File: src/hdl/chf_pkg.sv
`default_nettype none
package chf_pkg;
    localparam int MaxDimDefault = 8;
    localparam int DataW         = 32;
    localparam int AccW          = 64;
    localparam int DimW          = 4;

    typedef logic signed [DataW-1:0] data_t;
    typedef logic signed [AccW-1:0]  acc_t;

    typedef enum logic [3:0] {
        ST_LOAD,
        ST_DOT_RD,
        ST_DOT_MUL,
        ST_DOT_ACC,
        ST_ELEM,
        ST_SQRT,
        ST_DIV,
        ST_WRITE,
        ST_EMIT_RD,
        ST_EMIT
    } state_t;

    typedef struct packed {
        logic start;
        logic is_sqrt;
        acc_t operand;
        data_t divisor;
    } op_req_t;

    typedef struct packed {
        logic  done;
        data_t result;
    } op_rsp_t;

    localparam logic [0:0] REG_DIM = 1'b0;

    function automatic acc_t sat_add(input acc_t a, input acc_t b);
        acc_t s;
        s = a + b;
        if (!a[AccW-1] && !b[AccW-1] && s[AccW-1])
            return {1'b0, {(AccW-1){1'b1}}};
        if (a[AccW-1] && b[AccW-1] && !s[AccW-1])
            return {1'b1, {(AccW-1){1'b0}}};
        return s;
    endfunction

    function automatic acc_t sat_sub(input acc_t a, input acc_t b);
        acc_t s;
        s = a - b;
        if (!a[AccW-1] && b[AccW-1] && s[AccW-1])
            return {1'b0, {(AccW-1){1'b1}}};
        if (a[AccW-1] && !b[AccW-1] && !s[AccW-1])
            return {1'b1, {(AccW-1){1'b0}}};
        return s;
    endfunction
endpackage
`default_nettype wire

File: src/hdl/chf_serial_unit.sv
`default_nettype none
// Bit-serial unit: restoring square root (two radicand bits per cycle, one
// result bit) or signed division of a 64-bit dividend by a positive 32-bit
// divisor (one quotient bit per cycle).
module chf_serial_unit (
    input  wire logic             clk,
    input  wire logic             rst_n,
    input  wire chf_pkg::op_req_t req,
    output chf_pkg::op_rsp_t      rsp
);
    import chf_pkg::*;

    logic        busy_reg, busy_next;
    logic        sqrt_reg, sqrt_next;
    logic        neg_reg, neg_next;
    logic [6:0]  cnt_reg, cnt_next;
    logic [63:0] x_reg, x_next;      // remaining radicand / dividend shifter
    logic [65:0] rem_reg, rem_next;  // partial remainder
    logic [63:0] q_reg, q_next;      // root / quotient
    logic [31:0] d_reg, d_next;
    logic        done_reg, done_next;
    logic [65:0] trial;
    logic [65:0] rsh;
    logic [63:0] qabs;

    always_comb
    begin
        busy_next = busy_reg;
        sqrt_next = sqrt_reg;
        neg_next  = neg_reg;
        cnt_next  = cnt_reg;
        x_next    = x_reg;
        rem_next  = rem_reg;
        q_next    = q_reg;
        d_next    = d_reg;
        done_next = 1'b0;
        trial     = '0;
        rsh       = '0;
        if (req.start)
        begin
            busy_next = 1'b1;
            sqrt_next = req.is_sqrt;
            neg_next  = req.operand[63] && !req.is_sqrt;
            x_next    = (req.operand[63] && !req.is_sqrt) ? 64'(-req.operand)
                                                           : 64'(req.operand);
            d_next    = 32'(req.divisor);
            cnt_next  = req.is_sqrt ? 7'd32 : 7'd64;
            rem_next  = '0;
            q_next    = '0;
        end
        else if (busy_reg)
        begin
            if (sqrt_reg)
            begin
                rsh   = {rem_reg[63:0], x_reg[63:62]};
                trial = {q_reg[63:0], 2'b01};
                x_next = {x_reg[61:0], 2'b00};
                if (rsh >= trial)
                begin
                    rem_next = rsh - trial;
                    q_next   = {q_reg[62:0], 1'b1};
                end
                else
                begin
                    rem_next = rsh;
                    q_next   = {q_reg[62:0], 1'b0};
                end
            end
            else
            begin
                rsh    = {rem_reg[64:0], x_reg[63]};
                trial  = {34'd0, d_reg};
                x_next = {x_reg[62:0], 1'b0};
                if (rsh >= trial)
                begin
                    rem_next = rsh - trial;
                    q_next   = {q_reg[62:0], 1'b1};
                end
                else
                begin
                    rem_next = rsh;
                    q_next   = {q_reg[62:0], 1'b0};
                end
            end
            cnt_next = cnt_reg - 7'd1;
            if (cnt_reg == 7'd1)
            begin
                busy_next = 1'b0;
                done_next = 1'b1;
            end
        end
    end

    always_ff @(posedge clk or negedge rst_n)
    begin
        if (!rst_n)
        begin
            busy_reg <= 1'b0;
            done_reg <= 1'b0;
        end
        else
        begin
            busy_reg <= busy_next;
            done_reg <= done_next;
        end
    end

    always_ff @(posedge clk)
    begin
        sqrt_reg <= sqrt_next;
        neg_reg  <= neg_next;
        cnt_reg  <= cnt_next;
        x_reg    <= x_next;
        rem_reg  <= rem_next;
        q_reg    <= q_next;
        d_reg    <= d_next;
    end

    // Saturate magnitude, then apply sign.
    assign qabs = q_reg;
    always_comb
    begin
        rsp.done = done_reg;
        if (sqrt_reg)
            rsp.result = (qabs > 64'h7FFF_FFFF) ? 32'sh7FFF_FFFF : data_t'(qabs[31:0]);
        else if (!neg_reg)
            rsp.result = (qabs > 64'h7FFF_FFFF) ? 32'sh7FFF_FFFF : data_t'(qabs[31:0]);
        else
            rsp.result = (qabs > 64'h8000_0000) ? 32'sh8000_0000
                                               : data_t'(32'(-qabs));
    end
endmodule
`default_nettype wire

File: config.mk
export PLATFORM = sky130hd
export DESIGN_NAME = chf_serial_unit
export DESIGN_NICKNAME = d
export VERILOG_FILES = /design/src/hdl/chf_pkg.sv /design/src/hdl/chf_serial_unit.sv
export SDC_FILE = /design/constraint.sdc
export NUM_CORES = 1
export LEC_CHECK = 0
export BUFFER_PORTS_ARGS = -buffer_cell sky130_fd_sc_hd__buf_2
export CAP_MARGIN = 30
export CORE_UTILIZATION = 47
export DETAILED_ROUTE_END_ITERATION = 8
export PLACE_DENSITY = 0.65
export SYNTH_ARGS = -nofsm -noshare
export SYNTH_HDL_FRONTEND = slang
export SYNTH_SLANG_ARGS = --single-unit
File: constraint.sdc
create_clock -name clk -period 5.8 [get_ports clk]
set_clock_uncertainty 0.1 [all_clocks]
set_input_delay 0.58 -clock clk [delete_from_list [all_inputs] [get_ports clk]]
set_output_delay 0.58 -clock clk [all_outputs]
set_load 0.01 [all_outputs]
After elaboration in Yosys (flattened, before gate mapping). Cells that the tools add are included.

Bits in registers: 236. Bits in latches: 0. Memory bits (writable): 0. Bits in read-only memories: 0. Bits of input ports: 100. Output and inout port bits: 33. Logic and storage cells: 45. Memories: 0.

Add/sub/neg operators: 5. $mul: 0. Div/mod/pow operators: 0. Order comparisons: 4. Equal/unequal tests: 1. Shifts and indexed selects: 0. Mux-type cells: 23. Bitwise logic cells: 0. Reductions and logical operators: 3.

Operators by type and width (number): $mux 64 (4); $mux 65 (3); $mux 32 (4); $ge 66x32->1 (1); $ge 66x66->1 (1); $sub 65x32->65 (1); $sub 65x65->65 (1); $gt 64x31->1 const B (1); $gt 64x32->1 const B (1); $neg 64->64 (1); $neg 32->32 (1); $mux 7 (3); $mux 1 (9); $eq 7x1->1 const B (1); $sub 7x1->7 const B (1); $reduce_bool 2->1 (1); $logic_and 1x1->1 (1); $logic_not 1->1 (1).

Depth between registers and ports, before layout.
Depth in word-level cells: 4. Mapped depth: 16. Depth with buffers taken out: 14.

Worst setup path after synthesis. Ideal clock, no wire load.

Path type: reg-to-output. From: register q_reg[0]. To: output port rsp[11] (netlist bit). Data arrival time: 3443 ps. Required time: 5120 ps. Slack: 1677 ps. Cell stages (with the launch flop): 12. Path buffers: 1. Path through: dfxtp_1 -> inv_1 -> ha_1 -> or4b_4 -> nor4b_2 -> nand4_1 -> or4_1 -> or4_4 -> o21ai_2 -> buf_4 -> nand3_4 -> o311ai_0.

RTL lines: from (decl) (RTL line chf_serial_unit.sv:19) `logic [63:0] q_reg, q_next;`; from (signal assigned) (RTL line chf_serial_unit.sv:115) `q_reg <= q_next;`; to (decl) (RTL line chf_serial_unit.sv:9) `output chf_pkg::op_rsp_t rsp`.

==> impl_metrics.yaml <==
timing:
  period_share: 0.969
  setup_ws_ns: 0.179
  slew_viol_final: 0
  tns_ns: 0
  rsz0062_at_grt: "no"
  max_slew_margin: 0.285
  tightestPinTransition_ns: 1.07
  hold_viol_final: 0
  whs_ns: 0.0757
  setup_viol: 0
  fmax_ghz: 0.178
  finalWorstPathRequiredPeriod_ns: 5.62
synthesis:
  post-synth-top-count-cell: "nand2_1"
  syn_area_sq_mm: 0.0198
  yosysTopAreaCellShare: 0.159
  synthTopCellsByCount: "276 x nand2_1, 240 x nor2_1, 195 x o21ai_0"
  yosysSeqAreaShare: 0.292
  yosysWarnings: 0
  synth-main-ff-cell: "dfxtp_1"
  synthCells: 2501
  synth-seq-cells: 236
  synth_enable_flop_cells: 105
  synth_top_cell_by_area: "edfxtp_1"
  synthDistinctLibCells: 87
  synth_fp_nets: 2704
  synth.avg_cell_area_sq_um: 7.91
  synthArstFlopShare: 0.00847
  synthTopCellsByArea: "edfxtp_1 16%, dfxtp_1 13%, ha_1 6.5%"
clock_tree:
  cts_setup_buffers: 0
  cts-root-buf: "clkbuf_16"
  clkTransAtPathRegs_ns: 0.06
  cts.sinks: 236
  clock_path_buffers: 3
  cts_htree_levels: 1
  cts_tree: "built"
  clkLatencyLatePin_ns: 0.58
  numCtsBuffers: 29
setup_path:
  crit_path_start_kind: "flip-flop"
  worstPathArrival_ns: 4.94
  end_kind: "primary output"
  crit_fanout: 28
  path_class: "reg -> out"
  required_ns: 5.12
power_and_ir_drop:
  ir_worst_vdd_mv: 0.315
  power_frac_seq: 0.226
  power_leakage_nw: 9.44
  clockPowerShare: 0.153
  netSwitchingFraction: 0.488
  combPwrFrac: 0.622
  powerDensity_mw_per_mm2: 539
  intPower_w: 0.00600
  power.total_w: 0.0117
  p_switching_w: 0.00571
layout:
  drive_gt1_frac: 0.0987
  area_growth_pct: 9.80
  largest_reg_flops: 65
  final_nets: 2753
  finalNonFillerCells: 3105
  diodes: 0
die:
  dieArea_sq_mm: 0.0429
  start_util: 0.480
  io_pins: 133
  floorplan.rows: 74
  coreArea_sq_mm: 0.0412
  fp.dieW_um: 207
  die_h_um: 207
drt:
  drt-total-wl_mm: 61.5
  routed-via-count: 18965
  drt-pass1-iter-count: 5
  via_per_inst: 6.11
  ant_nets: 0
  drc_errors: 0
  dr.first_iter.drc_count: 1856
  routedWlPerCell_um: 19.8
placement:
  port_buffers: 132
  hpwl_mm: 46.5
  dp_slack_ns: 0.856
  placed_cells: 3049
  gp_congestion: 0.988
global_routing:
  grt_pass1_wl_mm: 97.7
  antenna_found_initial: 0
  gr-total-overflow: 0
  grt_pass1_vias: 17749
  grt_max_degree: 95
  grt_usage: 0.280
worst_hold_path:
  hold_path.class: "in -> reg"
run_status:
  status: "finished, final reports clean"
run:
  drv_cap: 0
## layout make-up
cell class,instances,area (sq um)
tap,532,666
inverter,150,563
clock inverter,13,106
sequential,236,5790
clock buffer,41,821
multi-input combinational,1972,12900
timing repair buffer,161,902
fill,3987,19500
## layer usage
layer  vias up  wire length [um]  track usage
met5         -                 0            0
met4         0              1460       0.0728
met3        89              4610       0.0481
met2       672             26200        0.427
met1      8970             29200        0.406
li1       9234                 -            -
## through the flow
stage,utilization,cell area (sq um)
detailed placement,0.504,20800
global placement,0.504,20800
finish,0.527,21700
global route,0.527,21700
floorplan,-,19800
CTS,0.527,21700
## kinds of logic (layout without fill, tap and decap cells)
group,Yosys count,after routing,share of synthesized area
AOI/OAI and AO/OA,737,737,0.243
xor gates and xnor gates,179,179,0.0792
adders and majority gates,103,103,0.0655
buffers and inverters,293,365,0.0574
DFF,236,236,0.292
muxes,130,130,0.0661
and+or+nand+nor,823,823,0.197
## repair_timing
item                       in CTS  in global routing
hold buffers                    1                  0
hold endpoints to repair        2                  0
setup endpoints to repair       0                  4
gates resized for setup         0                  1
## cell usage in the layout (no fill, tap or decap), types with 10 or more instances in the layout
cell,synthesis,layout
ha_1,102,102
nor2b_1,12,12
nor4_1,32,32
a211oi_1,33,33
xnor2_1,108,108
buf_4,2,27
o311ai_1,11,11
dfxtp_1,129,129
nor3_1,63,63
nand2b_1,15,15
nand3_1,42,42
a21oi_1,176,176
edfxtp_1,105,105
and2_1,11,10
and3_1,17,17
a21o_1,69,69
o21bai_1,10,10
a22o_1,11,11
xor2_1,71,71
or4_1,13,13
nand2_1,276,275
clkbuf_16,0,29
o311ai_0,10,10
or3_1,23,23
nand4_1,31,31
inv_1,148,147
o21ai_0,195,195
or2_2,11,11
mux2i_1,125,125
o211ai_1,50,50
buf_2,4,131
a31oi_1,21,21
o31ai_1,20,20
o21a_1,12,12
nor2_1,240,237
a32o_1,16,16
## final timing paths
path | start | end | cells past startpoint | slack (ns)
max | q_reg[0]$_SDFFE_PP0P_ | rsp[14] | 12 | 0.18
min reg2reg | q_reg[0]$_SDFFE_PP0P_ | q_reg[0]$_SDFFE_PP0P_ | 2 | 0.41
max reg2reg | q_reg[0]$_SDFFE_PP0P_ | rem_reg[24]$_SDFFE_PP0P_ | 13 | 1.21
max in group asynchronous | rst_n | busy_reg$_DFF_PN0_ | 2 | 5.25
min in group asynchronous | rst_n | done_reg$_DFF_PN0_ | 2 | 0.25
min | req[29] | d_reg[29]$_DFFE_PP_ | 1 | 0.08
## worst max-delay path, stage by stage, from the launching register on
cell,delay [ns]
dfxtp_1,0.34
inv_1,0.14
ha_1,0.21
or4b_4,0.51
nor4b_2,0.37
nand4_1,0.20
or4_1,0.50
or4_4,0.53
o21ai_2,0.12
buf_4,0.20
nand3_4,0.28
o311ai_0,0.71
buf_2,0.25
## power by group through the flow
| stage | Sequential [W] | Clock (W) | Combinational, W |
|---|---|---|---|
| after floorplan | 0.00237 | 0 | 0.00538 |
| after CTS | 0.00261 | 0.00182 | 0.00711 |
| after detailed placement | 0.00264 | 0 | 0.00705 |
| final | 0.00264 | 0.00179 | 0.00728 |
| after global routing | 0.00268 | 0.00188 | 0.00797 |
| after global placement | 0.00263 | 0 | 0.00703 |
Note: power is estimated with default switching activity, not from simulation.
